===== config.mk =====
export PLATFORM = sky130hd
export DESIGN_NAME = tcw_fifo
export DESIGN_NICKNAME = d
export VERILOG_FILES = /design/src/rtl/tcw_fifo.sv
export SDC_FILE = /design/constraint.sdc
export NUM_CORES = 1
export LEC_CHECK = 0
export BUFFER_PORTS_ARGS = -buffer_cell sky130_fd_sc_hd__buf_2
export CORE_MARGIN = 5
export CORE_UTILIZATION = 45
export CTS_CLUSTER_SIZE = 8
export DETAILED_ROUTE_END_ITERATION = 16
export GPL_ROUTABILITY_DRIVEN = 0
export GPL_TIMING_DRIVEN = 0
export PLACE_DENSITY_LB_ADDON = 0.08
export REMOVE_ABC_BUFFERS = 1
export SLEW_MARGIN = 40
export SYNTH_ARGS = -nofsm -noshare
export SYNTH_HDL_FRONTEND = slang
export SYNTH_SLANG_ARGS = --single-unit

===== constraint.sdc =====
create_clock -name clk -period 1.3 [get_ports clk]
set_input_delay 0.26 -clock clk [delete_from_list [all_inputs] [get_ports clk]]
set_output_delay 0.26 -clock clk [all_outputs]
set_load 0.05 [all_outputs]

===== src/rtl/tcw_fifo.sv =====
module tcw_fifo #(
    parameter int unsigned WIDTH = 8
) (
    input  logic             clk,
    input  logic             rst_n,
    input  logic             push,
    input  logic [WIDTH-1:0] push_data,
    input  logic             pop,
    output logic [WIDTH-1:0] pop_data,
    output logic             full,
    output logic             empty
);

    logic [WIDTH-1:0] mem_reg [2];
    logic             wptr_reg;
    logic             rptr_reg;
    logic [1:0]       cnt_reg;
    logic [1:0]       cnt_next;

    always_comb
    begin
        cnt_next = cnt_reg;
        if (push && !pop)
        begin
            cnt_next = cnt_reg + 2'd1;
        end
        else if (pop && !push)
        begin
            cnt_next = cnt_reg - 2'd1;
        end
    end

    always_ff @(posedge clk or negedge rst_n)
    begin
        if (!rst_n)
        begin
            wptr_reg <= 1'b0;
            rptr_reg <= 1'b0;
            cnt_reg  <= 2'd0;
        end
        else
        begin
            if (push)
            begin
                wptr_reg <= ~wptr_reg;
            end
            if (pop)
            begin
                rptr_reg <= ~rptr_reg;
            end
            cnt_reg <= cnt_next;
        end
    end

    always_ff @(posedge clk)
    begin
        if (push)
        begin
            mem_reg[wptr_reg] <= push_data;
        end
    end

    assign pop_data = mem_reg[rptr_reg];
    assign full     = (cnt_reg == 2'd2);
    assign empty    = (cnt_reg == 2'd0);

    a_no_overflow: assert property (@(posedge clk) disable iff (!rst_n)
        full |-> !push || pop)
        else $error("push into full queue");
    a_no_underflow: assert property (@(posedge clk) disable iff (!rst_n)
        empty |-> !pop)
        else $error("pop from empty queue");
    a_count_range: assert property (@(posedge clk) disable iff (!rst_n)
        cnt_reg != 2'd3)
        else $error("queue count out of range");

endmodule


; ---- Word level (Yosys, flattened, before mapping)
; Memory sizes are Yosys's and may differ from the RTL's.
; Index checks and enable logic that the tools add are counted.
[word_totals]
n_memories = 1
latch_bits = 0
elab_cells = 19
output_inout_bits = 10
regBits = 4
input_bits = 12
rom_bits = 0
mem_bits_rw = 16
[mem_list]
columns = memory, words, word_bits, rd, rd_clocked_by_memory_dff, wr, line
row1 = mem_reg, 2, 8, 1, 0, 1, 14  ; logic [WIDTH-1:0] mem_reg [2];
[op_classes]
shifts = 0
n_eq_ne = 1
n_reduce_logical = 6
n_mux = 4
n_div = 0
bitwise_logic = 2
n_mul = 0
n_lt_le_gt_ge = 0
addsub = 2
[ops]
columns = cell, n
row1 = 2-bit two-way mux, 2
row2 = 2-bit by 1-bit adder with 2-bit output (second input constant), 1
row3 = 2-bit equality test (second input constant), 1
row4 = 1-bit logical AND, 2
row5 = 1-bit logical NOT, 2
row6 = 2-bit logical NOT, 1
row7 = 1-bit two-way mux, 2
row8 = 1-bit inverter, 2
row9 = 2-bit nonzero test, 1
row10 = 2-bit by 1-bit subtractor with 2-bit output (second input constant), 1

; ---- Depth between registers and ports, before layout
[logic_depth]
depth_word = 4
depth_mapped = 5
ltp_nobuf = 5

; ---- Worst setup path after synthesis
; OpenSTA, ideal clock, no wires.
[synth_path]
path_kind = register to output
start = register cnt_reg[0]
end = output empty
n_path_buf = 0
path_stages_with_launch = 2
path_slack_ns = -0.030
required_time_ns = 1.040
t_arrival_ns = 1.070
path_cell_list = dfrtp_1 nor2_1
[synth_between]
elab_chain_len = 1
[synth_rtl]
columns = element, line
row1 = "start, declared", 17  ; logic [1:0] cnt_reg;
row2 = "start signal, assigned", 51  ; cnt_reg <= cnt_next;
row3 = 2-bit logical NOT, 65  ; assign empty = (cnt_reg == 2'd0);
row4 = "end, declared", 11  ; output logic empty
; Every way passes these cells.

; ---- Worst setup path in the final report
[layout_path]
start = register rptr_reg
end = output pop_data[2]
[layout_between]
elab_chain_len = 1
[layout_rtl]
columns = element, line
row1 = "start, declared", 16  ; logic rptr_reg;
row2 = "start signal, assigned", 49  ; rptr_reg <= ~rptr_reg;
row3 = memory read 2 x 8 bit, -
row4 = "end, declared", 9  ; output logic [WIDTH-1:0] pop_data,
; Every way passes these cells.

==> results.yml <==
status:
  status: "complete, but fails checks"
  violations: "negative setup slack"
worst_setup_path:
  end_kind: "output port"
  path_class: "reg -> out"
  max_stage_delay_ps: 380
  path_buf_inv: 2
  crit_fanout: 4
  r2r-start: "wptr_reg"
  crit_chain: "buf_4 -> mux2_2 -> buf_6"
  crit_cells: 3
  critPathArrivalTime_ps: 1300
  r2r-end: "mem_reg[0][0]"
  crit_required_ps: 1040
  cp-endpoint: "pop_data[2]"
  critPathLaunch: "rptr_reg"
  crit_path_start_kind: "flop"
  r2r_cells: 1
  r2r_slack_ps: 170
  crit_family: "flip-flops"
  critPathSlowestCell: "dfrtp_2"
layout:
  finish.net_count: 85
  syn_to_final_growth_pct: 35.2
  final_cells: 88
  drive_above_1_share_pct: 59.2
  regArea_um2: 582
  largest_reg_flops: 16
  multi_input_comb_area_um2: 180
  final_core_util_pct: 62.4
  n_fill_cell: 137
  antenna_cells: 0
grt:
  grt_max_degree: 12
  grt_pass1_wl_um: 1900
  grt_pass1_vias: 442
  grt.overflow.total: 0
  grtUsageTotal_pct: 10.2
  antenna_found_initial: 0
synthesis:
  ys_top_cells_by_count: "edfxtp_1, mux2_2, dfrtp_1, xor2_1, nor2_1"
  ys_warn_count: 0
  avgSynthCellArea_um2: 18.8
  synth_edf_count: 16
  ys_seq_area_share_pct: 75.3
  yosys.area.top_type_share_pct: 62.3
  synth_cell_types: 12
  syn_inst: 41
  ys.flop_type: "edfxtp_1"
  synthesis.area_um2: 771
  synth_area_leaders: "edfxtp_1, dfrtp_1, mux2_2, xor2_1, ha_1"
  yosys.area.top_type: "edfxtp_1"
  async_flop_share_pct: 20.0
  synth_seq_cells: 20
  synth_most_common_cell: "edfxtp_1"
floorplan:
  die_h_um: 51.4
  rows: 15
  ios: 22
  die_width_um: 51.4
  core_mm2: 0.00167
  start_util_pct: 46.1
  die_area_mm2: 0.00264
timing:
  min_period_ps: 1560
  hold_violations: 0
  finClkSkew_ps: 4.14
  tightestPinTransition_ps: 423
  period_share_pct: 120
  max_clock_freq_mhz: 642
  worst_slack_ps: -258
  rsz0062_at_grt: "yes"
  slew_viol_final: 0
  slew_headroom_pct: 71.6
  hold_ws_ps: 140
  setup_viol: 9
routing:
  drt-total-wl_um: 1200
  post_drt_wl_per_cell_um: 13.6
  dr.first_iter.drc_count: 3
  dr.pass1.iters: 3
  viasPerCell: 4.86
  drc: 0
  drt.antenna.violating_nets: 0
  vias: 428
pwr:
  p_per_area_mw_per_mm2: 2530
  p_int_mw: 1.61
  seq_power_share_pct: 35.8
  netSwitchingPower_mw: 1.03
  clockPowerShare_pct: 13.2
  combPwrFrac_pct: 51.0
  power_mw: 2.64
  ir_worst_vdd_mv: 1.66
  p_sw_share_pct: 39.0
  leakagePower_nw: 0.430
placement:
  dp.cells: 78
  dp_hpwl_um: 816
  numPortBuffers: 21
clock_network:
  root_buffer: "clkbuf_4"
  clk_path_buf_depth: 2
  clock_latency_ps: 290
  cts_tree: "done"
  clk_pin_slew_ps: 110
  numCtsBuffers: 3
  htreeDepth: 1
  cts_num_sinks: 20
job:
  cap_violations: 0
worst_hold_path:
  holdPathStages: 2
  min_path_type: "in -> reg"
routing by layer:
metal | global-route usage (%) | part of all wire, % | wire length, um
met5 | 0 | 0 | 0
met1 | 13.2 | 43 | 520
met3 | 3.79 | 7.1 | 85
met4 | 5.24 | 1.0 | 12
met2 | 14.8 | 48 | 582
kinds of logic after synthesis:
| logic type | Yosys count | share of synthesized area, % |
|---|---|---|
| and+or+nand+nor | 5 | 3.74 |
| adders and majority gates | 1 | 1.62 |
| xor gates and xnor gates | 5 | 5.68 |
| buffers and inverters | 2 | 1.95 |
| muxes | 8 | 11.7 |
| DFF | 20 | 75.3 |
how the worst min path moves through the flow:
stage / end / startpoint / slack (ps)
final: rptr_reg / pop / 140
after global routing: rptr_reg / pop / 120
after CTS: rptr_reg / pop / 130
after detailed placement: wptr_reg / rst_n / 70
after global placement: wptr_reg / rst_n / 70
after floorplan: cnt_reg[0] / rst_n / -40
layout by cell type, fill, tap and decap left out, types with 3 or more instances in the layout:
master	netlist	routed
mux2_2	8	8
buf_4	0	4
xor2_1	4	4
dfrtp_1	4	3
clkbuf_4	0	3
buf_6	1	11
buf_2	0	11
edfxtp_1	16	16
power by group through the flow:
stage,combinational [mW],sequential [mW],clock (mW)
floorplan,0.775,0.974,0
global placement,0.952,1.00,0
detailed placement,0.952,1.01,0
CTS,1.30,0.949,0.359
global route,1.41,0.958,0.402
finish,1.34,0.944,0.348
timing repair:
| item | 4_1_cts | 5_1_grt |
|---|---|---|
| buffers inserted | 3 | 2 |
| hold buffers | 1 | 0 |
| setup endpoints to repair | 18 | 10 |
| resized for setup | 25 | 1 |
| endpoints found under the hold margin | 4 | 0 |
| pin swaps | 1 | 0 |
metrics by stage:
step	area, um^2	TNS [ps]	worst slack [ps]
6_report	1040	-2060	-258
4_1_cts	1020	-2170	-266
5_1_grt	1040	-2560	-319
3_5_place_dp	886	-1660	-132
2_1_floorplan	759	-29.7	-29.7
3_3_place_gp	886	-1640	-133
area by class of cell:
cell class	instances	area share, %
clock buffers	4	3.48
inverters	1	0.360
multi-input cells	19	17.3
flip-flops and latches	20	55.8
well taps	17	2.04
repair buffers	27	21.0
No activity file was read; power rests on OpenSTA's default activity.
