[src/rtl/tcw_pkg.sv]
package tcw_pkg;

    localparam int unsigned DEF_COLS     = 80;
    localparam int unsigned DEF_ROWS     = 25;
    localparam int unsigned DEF_TAB_STOP = 8;

    localparam int unsigned CELL_W    = 16;
    localparam int unsigned CHAR_W    = 8;
    localparam int unsigned COLOR_W   = 8;
    localparam int unsigned ACTION_W  = 2;
    localparam int unsigned INDEX_W   = 11;
    localparam int unsigned ROW_OUT_W = 5;
    localparam int unsigned COL_OUT_W = 7;

    localparam logic [CHAR_W-1:0]  CH_TAB      = 8'd9;
    localparam logic [CHAR_W-1:0]  CH_NL       = 8'd10;
    localparam logic [CHAR_W-1:0]  CH_CR       = 8'd13;
    localparam logic [CHAR_W-1:0]  CH_SPACE    = 8'd32;
    localparam logic [COLOR_W-1:0] COLOR_RESET = 8'h07;
    localparam logic [CELL_W-1:0]  CELL_RESET  = {COLOR_RESET, CH_SPACE};

    typedef enum logic [ACTION_W-1:0] {
        ACT_PUT   = 2'd0,
        ACT_CLEAR = 2'd1,
        ACT_READ  = 2'd2,
        ACT_NOP   = 2'd3
    } action_t;

    typedef struct packed {
        logic wr;
        logic scroll;
        logic fill;
        logic rd;
    } cmd_ctl_t;

endpackage

[src/rtl/tcw_front.sv]
module tcw_front
    import tcw_pkg::*;
#(
    parameter int unsigned COLS     = DEF_COLS,
    parameter int unsigned ROWS     = DEF_ROWS,
    parameter int unsigned TAB_STOP = DEF_TAB_STOP,
    localparam int unsigned CW = $clog2(COLS),
    localparam int unsigned RW = $clog2(ROWS),
    localparam int unsigned AW = $clog2(ROWS * COLS)
) (
    input  logic                clk,
    input  logic                rst_n,
    input  logic                in_valid,
    output logic                in_stall,
    input  logic [ACTION_W-1:0] action,
    input  logic [CHAR_W-1:0]   char_code,
    input  logic [INDEX_W-1:0]  cell_index,
    input  logic [COLOR_W-1:0]  text_color,
    input  logic                init_busy,
    input  logic                q_full,
    output logic                q_push,
    output cmd_ctl_t            cmd_ctl,
    output logic [AW-1:0]       cmd_addr,
    output logic [CELL_W-1:0]   cmd_wdata,
    output logic [RW-1:0]       cmd_row,
    output logic [CW-1:0]       cmd_col
);

    localparam int unsigned MW = (TAB_STOP > 1) ? $clog2(TAB_STOP) : 1;
    localparam int unsigned SW = $clog2(COLS + TAB_STOP);
    localparam logic [RW-1:0] LAST_ROW = RW'(ROWS - 1);
    localparam logic [CW-1:0] LAST_COL = CW'(COLS - 1);
    localparam logic [MW-1:0] MOD_LAST = MW'(TAB_STOP - 1);

    logic [RW-1:0] row_reg;
    logic [RW-1:0] row_next;
    logic [CW-1:0] col_reg;
    logic [CW-1:0] col_next;
    logic [MW-1:0] mod_reg;
    logic [MW-1:0] mod_next;
    logic [SW-1:0] tab_sum;
    logic [AW-1:0] put_addr;
    logic          lf_scroll;
    logic [RW-1:0] lf_row;
    logic          accept;

    assign in_stall = q_full || init_busy;
    assign accept   = in_valid && !in_stall;
    assign q_push   = accept;

    assign tab_sum   = SW'(col_reg) + SW'(TAB_STOP) - SW'(mod_reg);
    assign put_addr  = AW'(row_reg) * AW'(COLS) + AW'(col_reg);
    assign lf_scroll = (row_reg == LAST_ROW);
    assign lf_row    = lf_scroll ? row_reg : row_reg + RW'(1);

    always_comb
    begin
        row_next  = row_reg;
        col_next  = col_reg;
        mod_next  = mod_reg;
        cmd_ctl   = '0;
        cmd_addr  = put_addr;
        cmd_wdata = {text_color, char_code};
        case (action)
            ACT_PUT:
            begin
                case (char_code)
                    CH_NL:
                    begin
                        row_next       = lf_row;
                        col_next       = '0;
                        mod_next       = '0;
                        cmd_ctl.scroll = lf_scroll;
                    end
                    CH_CR:
                    begin
                        col_next = '0;
                        mod_next = '0;
                    end
                    CH_TAB:
                    begin
                        mod_next = '0;
                        if (tab_sum >= SW'(COLS))
                        begin
                            row_next       = lf_row;
                            col_next       = '0;
                            cmd_ctl.scroll = lf_scroll;
                        end
                        else
                        begin
                            col_next = CW'(tab_sum);
                        end
                    end
                    default:
                    begin
                        cmd_ctl.wr = 1'b1;
                        if (col_reg == LAST_COL)
                        begin
                            row_next       = lf_row;
                            col_next       = '0;
                            mod_next       = '0;
                            cmd_ctl.scroll = lf_scroll;
                        end
                        else
                        begin
                            col_next = col_reg + CW'(1);
                            mod_next = (mod_reg == MOD_LAST) ? '0 : mod_reg + MW'(1);
                        end
                    end
                endcase
            end
            ACT_CLEAR:
            begin
                row_next     = '0;
                col_next     = '0;
                mod_next     = '0;
                cmd_ctl.fill = 1'b1;
            end
            ACT_READ:
            begin
                cmd_addr   = AW'(cell_index);
                cmd_ctl.rd = (32'(cell_index) < 32'(ROWS * COLS));
            end
            default:
            begin
                cmd_ctl = '0;
            end
        endcase
    end

    assign cmd_row = row_next;
    assign cmd_col = col_next;

    always_ff @(posedge clk or negedge rst_n)
    begin
        if (!rst_n)
        begin
            row_reg <= '0;
            col_reg <= '0;
            mod_reg <= '0;
        end
        else if (accept)
        begin
            row_reg <= row_next;
            col_reg <= col_next;
            mod_reg <= mod_next;
        end
    end

    a_cursor_range: assert property (@(posedge clk) disable iff (!rst_n)
        (32'(row_reg) < 32'(ROWS)) && (32'(col_reg) < 32'(COLS)))
        else $error("cursor out of range");
    a_tab_phase: assert property (@(posedge clk) disable iff (!rst_n)
        32'(mod_reg) < 32'(TAB_STOP))
        else $error("tab phase out of range");
    a_one_op: assert property (@(posedge clk) disable iff (!rst_n)
        q_push |-> $onehot0({cmd_ctl.fill, cmd_ctl.rd, cmd_ctl.wr || cmd_ctl.scroll}))
        else $error("conflicting command flags");

endmodule

[config.mk]
export PLATFORM = sky130hd
export DESIGN_NAME = tcw_front
export DESIGN_NICKNAME = d
export VERILOG_FILES = /design/src/rtl/tcw_pkg.sv /design/src/rtl/tcw_front.sv
export SDC_FILE = /design/constraint.sdc
export NUM_CORES = 1
export LEC_CHECK = 0
export BUFFER_PORTS_ARGS = -buffer_cell sky130_fd_sc_hd__buf_2
export CELL_PAD_IN_SITES_DETAIL_PLACEMENT = 2
export CELL_PAD_IN_SITES_GLOBAL_PLACEMENT = 2
export CORE_ASPECT_RATIO = 1.4
export CORE_UTILIZATION = 29
export CTS_BUF_LIST = sky130_fd_sc_hd__clkbuf_16
export CTS_CLUSTER_SIZE = 24
export DETAILED_ROUTE_END_ITERATION = 8
export HOLD_SLACK_MARGIN = 0.15
export PLACE_DENSITY_LB_ADDON = 0.2
export SYNTH_ARGS = -nofsm -noshare
export SYNTH_HDL_FRONTEND = slang
export SYNTH_SLANG_ARGS = --single-unit
[constraint.sdc]
create_clock -name clk -period 3.6 [get_ports clk]
set_input_delay 0.72 -clock clk [delete_from_list [all_inputs] [get_ports clk]]
set_output_delay 0.72 -clock clk [all_outputs]
set_load 0.05 [all_outputs]
# == Yosys cells after proc, flatten, opt, wreduce, memory -nomap -nowiden ==
# Cells that the tools add are included.
# word_totals
register_bits,15
latchBits,0
mem_bits_rw,0
romBits,0
out_inout_bits,45
mem_count,0
# op_classes
add_sub_neg,6
n_mul,1
div,0
n_lt_le_gt_ge,2
n_eq_ne,8
shifts,0
mux,21
bitwise,0
reduce_logical,8
# ops
op,count
one-hot mux 7 bit (2 select lines),2
"== test 8 x 4 -> 1 bit, second input constant",3
2-to-1 mux 5 bit,3
one-hot mux 5 bit (3 select lines),1
2-to-1 mux 7 bit,2
adder 11 x 7 -> 11 bit,1
"less-than comparator 11 bit, second input constant",1
2-to-1 mux 11 bit,1
one-hot mux 5 bit (2 select lines),1
2-to-1 mux 3 bit,3
"adder 7 x 1 -> 7 bit, second input constant",1
"adder 7 x 4 -> 7 bit, second input constant",1
"== test 7 bit, second input constant",1
"greater-or-equal comparator 7 bit, second input constant",1
"multiplier 5 x 3 -> 7 bit, second input constant",1
subtractor 7 x 3 -> 7 bit,1
one-hot mux 3 bit (2 select lines),1
"adder 5 x 1 -> 5 bit, second input constant",1
"== test 5 bit, second input constant",1
2-to-1 mux 1 bit,5
"adder 3 x 1 -> 3 bit, second input constant",1
"== test 3 bit, second input constant",1
one-hot mux 1 bit (3 select lines),1
OR reduction 3 bit,1
other kinds (10),10

# == Longest topological paths before layout ==
# Gate-level depths: netlist (run 1).
# logic_depth
word_depth,6
depth_mapped,11
depth_no_buf,11

# == Worst setup path before layout (run 1) ==
# Ideal clock, no wire load.
# synth_path
path_type,flip-flop to output port
from,reg col_reg[1]
to,out cmd_col[0]
arrival_time_ps,3421
path_slack_ps,-541
path_stages_with_launch,9
n_path_buf,0
path_cell_list,dfrtp_1 > ha_1 > ha_1 > fa_1 > a21oi_1 > mux2_2 > a32oi_1 > o21ai_0 > o21ai_0
# synth_via
elab_chain_cells,6
elab_cells_between_ends,8
# synth_lines
item,line,text
from (decl),tcw_front.sv:37,logic [CW-1:0] col_reg;
from (signal assigned),tcw_front.sv:145,col_reg <= col_next;
adder 7 x 4 -> 7 bit,tcw_front.sv:51,assign tab_sum = SW'(col_reg) + SW'(TAB_STOP) - SW'(mod_reg);
subtractor 7 x 3 -> 7 bit,tcw_front.sv:51,
greater-or-equal comparator 7 bit,tcw_front.sv:83,if (tab_sum >= SW'(COLS))
2-to-1 mux 7 bit,tcw_front.sv:83,
one-hot mux 7 bit (2 select lines) (*),tcw_front.sv:67,case (char_code)
one-hot mux 7 bit (2 select lines) (*),tcw_front.sv:64,case (action)
to (decl),tcw_front.sv:26,output logic [CW-1:0] cmd_col
# Mark *: on every way between the ends. The rest lies on a longest branch, timed or not.

# == Final worst setup path (run 1) ==
# layout_path
from,reg col_reg[0]
to,out cmd_row[0]
# layout_via
elab_chain_cells,6
elab_cells_between_ends,8
# layout_lines
item,line,text
adder 7 x 4 -> 7 bit,tcw_front.sv:51,
subtractor 7 x 3 -> 7 bit,tcw_front.sv:51,
greater-or-equal comparator 7 bit,tcw_front.sv:83,
2-to-1 mux 5 bit,tcw_front.sv:83,
one-hot mux 5 bit (3 select lines) (*),tcw_front.sv:67,
one-hot mux 5 bit (2 select lines) (*),tcw_front.sv:64,
to (decl),tcw_front.sv:25,"output logic [RW-1:0] cmd_row,"
# Marked as above.

==> impl_metrics.toml, run 1 <==
[power_and_ir_drop]
p_per_area_nw_per_um2 = 475
ir_worst_vdd_mv = 0.246
p_leak_nw = 1.55
power_mw = 1.59

[logic_synthesis]
synth-simple-area-share = 0.238
syn_nets = 364
synthCells = 304
syn_avg_cell_area_um2 = 7.90
synth-edff-count = 0
synth.distinct_cells = 68
ys_warn_count = 0
synthTopCellsByArea = "dfrtp_1 16%, ha_1 12%, buf_4 5.3%"
synth_ff_type = "dfrtp_1"
synth_top_family_by_area = "compound AO/OA/AOI/OAI gates"
synth_compound_area_frac = 0.248
synth-xor-area-share = 0.0578
synthMuxAreaShare = 0.0474
yosysSeqAreaShare = 0.156
ys_ff_latch = 15
synth_top_area_frac = 0.156
syn_area_um2 = 2400
async_flop_share = 1.00
synthAdderAreaFrac = 0.145
yosys.area.top_type = "dfrtp_1"

[route]
vias = 2730
first_pass_iters = 4
totalWireLength_um = 9580
drc = 0
postRouteAntennaNets = 0
via_per_inst = 5.59
wl_per_cell_um = 19.6
drt_iter0_drc = 83

[setup_path]
crit_required_ns = 2.88
timing.rr.end = "row_reg[1]$_DFFE_PN0P_"
rr_startpoint = "col_reg[0]$_DFFE_PN0P_"
crit_path_end_kind = "output pin"
critical_path.max_fanout = 4
critPathLaunchType = "register"
crit_path_start = "col_reg[0]$_DFFE_PN0P_"
crit_end = "cmd_row[0]"
reg2reg_setup_slack_ns = 0.64
r2r_cells = 13
path_class = "reg2out"
cp.arrival_ns = 3.07

[clock_network]
cts_root_buffer = "clkbuf_16"
path_clk_slew_ns = 0.05
clockBufferDepth = 2
cts_max_level = 1
cts_tree = "yes"
cts_sinks = 15
clk_latency_ns = 0.25
numCtsBuffers = 3

[floorplanning]
core-area_um2 = 7890
die-width_um = 78.9
num_rows = 38
start_util = 0.304
die_height_um = 110
die-area_um2 = 8650
io_pins = 79

[sta]
slew_headroom = 0.480
setup_ws_ns = -0.195
clock.fmax_mhz = 264
hold_viol = 0
worstMarginPinSlew_ns = 0.779
hold_ws_ns = 0.395
rsz0062_at_grt = "true"
skew_ns = 0.00141
finalCritPeriodShare = 1.05
slew_violations = 0
final-setup-viol-count = 9
period_needed_ns = 3.79

[placement]
routabilityCongestion = 0.840
port_buffers = 62
dpl.hpwl_um = 7400
dp.cells = 475

[final_layout]
utilization = 0.423
drive_gt1_frac = 0.423
area_growth_pct = 38.9
final_common_cell = "buf_2"
final_cell_mix = "48 x buf_2, 45 x buf_4, 29 x nor2_1"
finalNonFillerCells = 488
largest_reg_flops = 7
nets = 449
diodes = 0

[global_routing]
grt.total_usage = 0.227
grt_pass1_wl_um = 15100
grt_start_max_net_pins = 19
grt_pass1_vias = 3067
antenna_found_initial = 0
grt-ovfl-total = 0

[hold_path]
hp-class = "in2async"

[run_status]
violations = "negative setup slack"
status = "finished, violations left"

[run]
maxCapViolCount = 0
## cell type report
class,instances,area (um^2)
multi-input combinational,245,1940
clock inverter,1,3.75
sequential,15,375
clock buffer,3,75.1
tap,100,125
timing repair buffer,109,758
fill,954,4560
inverter,15,56.3
## report_power, final
part	internal, mW	leakage, nW	switching [mW]
clock	0.148	0.0423	0.0821
combinational	0.478	1.32	0.641
sequential	0.199	0.193	0.0367
total	0.825	1.55	0.760
## critical path, stage by stage (launching register included)
cell and delay [ns]:
dfrtp_1 0.39, inv_1 0.09, ha_1 0.20, inv_2 0.06, ha_4 0.16, fa_2 0.39
a21oi_4 0.18, mux2_4 0.33, a32o_4 0.28, buf_6 0.13, a211o_2 0.29, o2111ai_2 0.06
o21ai_1 0.10, buf_6 0.16
## metrics by stage
stage / instance area, um^2 / setup WS, ns / TNS, ns
2_1_floorplan: 2440 / -0.170 / -0.170
3_3_place_gp: 2960 / -0.134 / -0.775
3_5_place_dp: 2960 / -0.230 / -1.66
4_1_cts: 3220 / -0.143 / -0.453
5_1_grt: 3340 / -0.288 / -2.13
6_report: 3340 / -0.195 / -0.857
## worst min-delay path by stage
stage,startpoint,endpoint,slack (ns),depth (start not counted)
after detailed placement,mod_reg[0]$_DFFE_PN0P_,mod_reg[0]$_DFFE_PN0P_,0.61,2
after global placement,col_reg[1]$_DFFE_PN0P_,col_reg[1]$_DFFE_PN0P_,0.60,3
after global routing,rst_n,row_reg[4]$_DFFE_PN0P_,0.42,1
final,rst_n,row_reg[4]$_DFFE_PN0P_,0.39,1
after floorplan,rst_n,col_reg[0]$_DFFE_PN0P_,0.42,0
after CTS,rst_n,row_reg[4]$_DFFE_PN0P_,0.41,1
## cell usage after synthesis, drive strengths merged (4+ instances only)
cell    count
a22o        5
and3        4
a31oi       5
ha         23
or2         4
xor2        8
nor3       11
xnor2       7
dfrtp      15
inv        14
nand3      11
nand2      29
o22ai       4
nor2       30
mux2        8
a21oi      20
clkbuf      7
o21ai      17
buf        22
a22oi       4
## metal layers
layer | part of all wire | track usage | vias up
met5 | 0 | 0 | -
met4 | 0.029 | 0.0948 | 0
li1 | - | - | 1258
met2 | 0.56 | 0.448 | 69
met3 | 0.031 | 0.0241 | 23
met1 | 0.38 | 0.241 | 1380
## timing repair
item	in CTS	in global routing
setup endpoints to repair	13	14
setup buffers	6	3
pin swaps	9	7
hold buffers	0	0
gates resized for setup	39	20
## kinds of logic (layout without fill, tap and decap cells)
family | Yosys count | in the layout
flops | 15 | 15
buf+inv | 44 | 128
fa+ha+maj | 26 | 26
simple gates | 110 | 110
xor+xnor | 15 | 15
mux | 10 | 10
compound gates | 84 | 84
Power figures use the tool's default switching activity.
==> run 2, diff against run 1 <==
--- a/config.mk
+++ b/config.mk
@@ -14,7 +14,7 @@
 export CTS_CLUSTER_SIZE = 24
 export DETAILED_ROUTE_END_ITERATION = 8
 export HOLD_SLACK_MARGIN = 0.15
-export PLACE_DENSITY_LB_ADDON = 0.2
+export PLACE_DENSITY = 0.81
 export SYNTH_ARGS = -nofsm -noshare
 export SYNTH_HDL_FRONTEND = slang
 export SYNTH_SLANG_ARGS = --single-unit
==> impl_metrics.toml, run 2 (synthesis gave the netlist of run 1 again) <==
[run_status]
status = "finished, violations left"
violations = "negative setup slack"

[final_layout]
multiInputGateArea_um2 = 1950
regArea_um2 = 375
largest_reg_flops = 7
nets = 439
area_growth_pct = 35.6
final_common_cell = "buf_2"
fill_cells = 927
drive_gt1_frac = 0.415
final_cell_mix = "48 x buf_2, 36 x buf_4, 28 x nand2_1, 28 x nor2_1, 20 x ha_1"
diodes = 0

[global_routing]
grtUsageMet3 = 0.0207
antenna_found_initial = 0
use_met1 = 0.245
grt_pass1_wl_um = 15700
grt.total_usage = 0.241
busiest_layer = "met2"
use_met2 = 0.483
grt-ovfl-total = 0
grt_pass1_vias = 3021
grt_start_max_net_pins = 19

[power_and_ir_drop]
ir_worst_vdd_mv = 0.243
power_mw = 1.64
p_per_area_nw_per_um2 = 503
p_leak_nw = 1.49

[setup_path]
path_class = "reg2out"
critPathLaunchType = "register"
crit_path_end_kind = "output pin"
critical_path.max_fanout = 4
cp.arrival_ns = 3.09
rr_startpoint = "mod_reg[1]$_DFFE_PN0P_"
crit_required_ns = 2.88
timing.rr.end = "row_reg[1]$_DFFE_PN0P_"
reg2reg_setup_slack_ns = 0.61
r2r_cells = 12

[clock_network]
cts_sinks = 15
clk_latency_ns = 0.26
clockBufferDepth = 2
cts_max_level = 1
cts_tree = "yes"
path_clk_slew_ns = 0.06
numCtsBuffers = 3
cts_root_buffer = "clkbuf_16"

[placement]
dpl.hpwl_um = 7180
port_buffers = 62
routabilityCongestion = 0.866
post-place-ws_ns = -0.231

[sta]
rsz0062_at_grt = "true"
setup_ws_ns = -0.214
slew_headroom = 0.439
finalCritPeriodShare = 1.06
worstMarginPinSlew_ns = 0.842
slew_violations = 0
period_needed_ns = 3.81
fin_setup_tns_ns = -1.65
skew_ns = 0.00521
final-setup-viol-count = 11
hold_viol = 0
clock.fmax_mhz = 262

[route]
totalWireLength_um = 10400
first_pass_iters = 4
wl_per_cell_um = 21.7
drc = 0
via_per_inst = 5.64
vias = 2696
postRouteAntennaNets = 0
drt_iter0_drc = 124

[floorplanning]
die-area_um2 = 8650
num_rows = 38
die-width_um = 78.9
core-area_um2 = 7890
io_pins = 79
start_util = 0.304
die_height_um = 110

[run]
maxCapViolCount = 0

[hold_path]
hp-class = "in2async"
-- run 2: what timing repair did --
item,in CTS,in global routing
hold buffers,0,0
buffers inserted,4,5
pin swaps,11,9
setup endpoints to repair,13,14
gates resized for setup,38,21
-- run 2: worst max-delay path: stages, from the launching register on --
cell and delay (ns):
dfrtp_1 0.41, inv_2 0.09, ha_4 0.21, ha_4 0.17, fa_2 0.39, a21oi_4 0.19
mux2_4 0.33, a32o_4 0.31, buf_6 0.13, a211o_2 0.29, o2111ai_2 0.07, o21ai_2 0.08
buf_6 0.16
-- run 2: cell type report --
type,count,share of cell area
clock buffers,3,0.0231
well taps,100,0.0384
flip-flops and latches,15,0.115
inverters,15,0.0173
repair buffers,99,0.206
clock inverters,1,0.00154
multi-input cells,245,0.598
-- run 2: worst max path at each step --
stage | slack (ns) | cells past startpoint | to | start
2_1_floorplan | -0.17 | 8 | cmd_col[0] | col_reg[1]$_DFFE_PN0P_
3_3_place_gp | -0.20 | 11 | cmd_row[4] | mod_reg[1]$_DFFE_PN0P_
3_5_place_dp | -0.23 | 11 | cmd_row[4] | mod_reg[1]$_DFFE_PN0P_
4_1_cts | -0.18 | 12 | cmd_row[0] | mod_reg[1]$_DFFE_PN0P_
5_1_grt | -0.29 | 11 | cmd_row[3] | mod_reg[1]$_DFFE_PN0P_
6_report | -0.21 | 12 | cmd_row[0] | mod_reg[1]$_DFFE_PN0P_
-- run 2: per-stage QoR --
step | util | cell area [um^2] | cells | hold slack [ns]
finish | 0.413 | 3260 | 478 | 0.396
global route | 0.413 | 3260 | 478 | 0.414
CTS | 0.397 | 3130 | 473 | 0.412
detailed placement | 0.366 | 2890 | 465 | 0.612
global placement | 0.366 | 2890 | 465 | 0.590
floorplan | - | 2440 | 304 | 0.424
-- run 2: metal layers --
layer / wire (um) / share of wire
met1: 3840 / 0.37
met2: 5790 / 0.56
met4: 425 / 0.041
met3: 319 / 0.031
met5: 0 / 0
-- run 2: where the power goes --
group          switching, mW  total [mW]  leakage (nW)  internal, mW
registers             0.0325       0.232         0.193         0.199
clock network         0.0919       0.241        0.0409         0.150
logic                  0.688        1.17          1.26         0.479
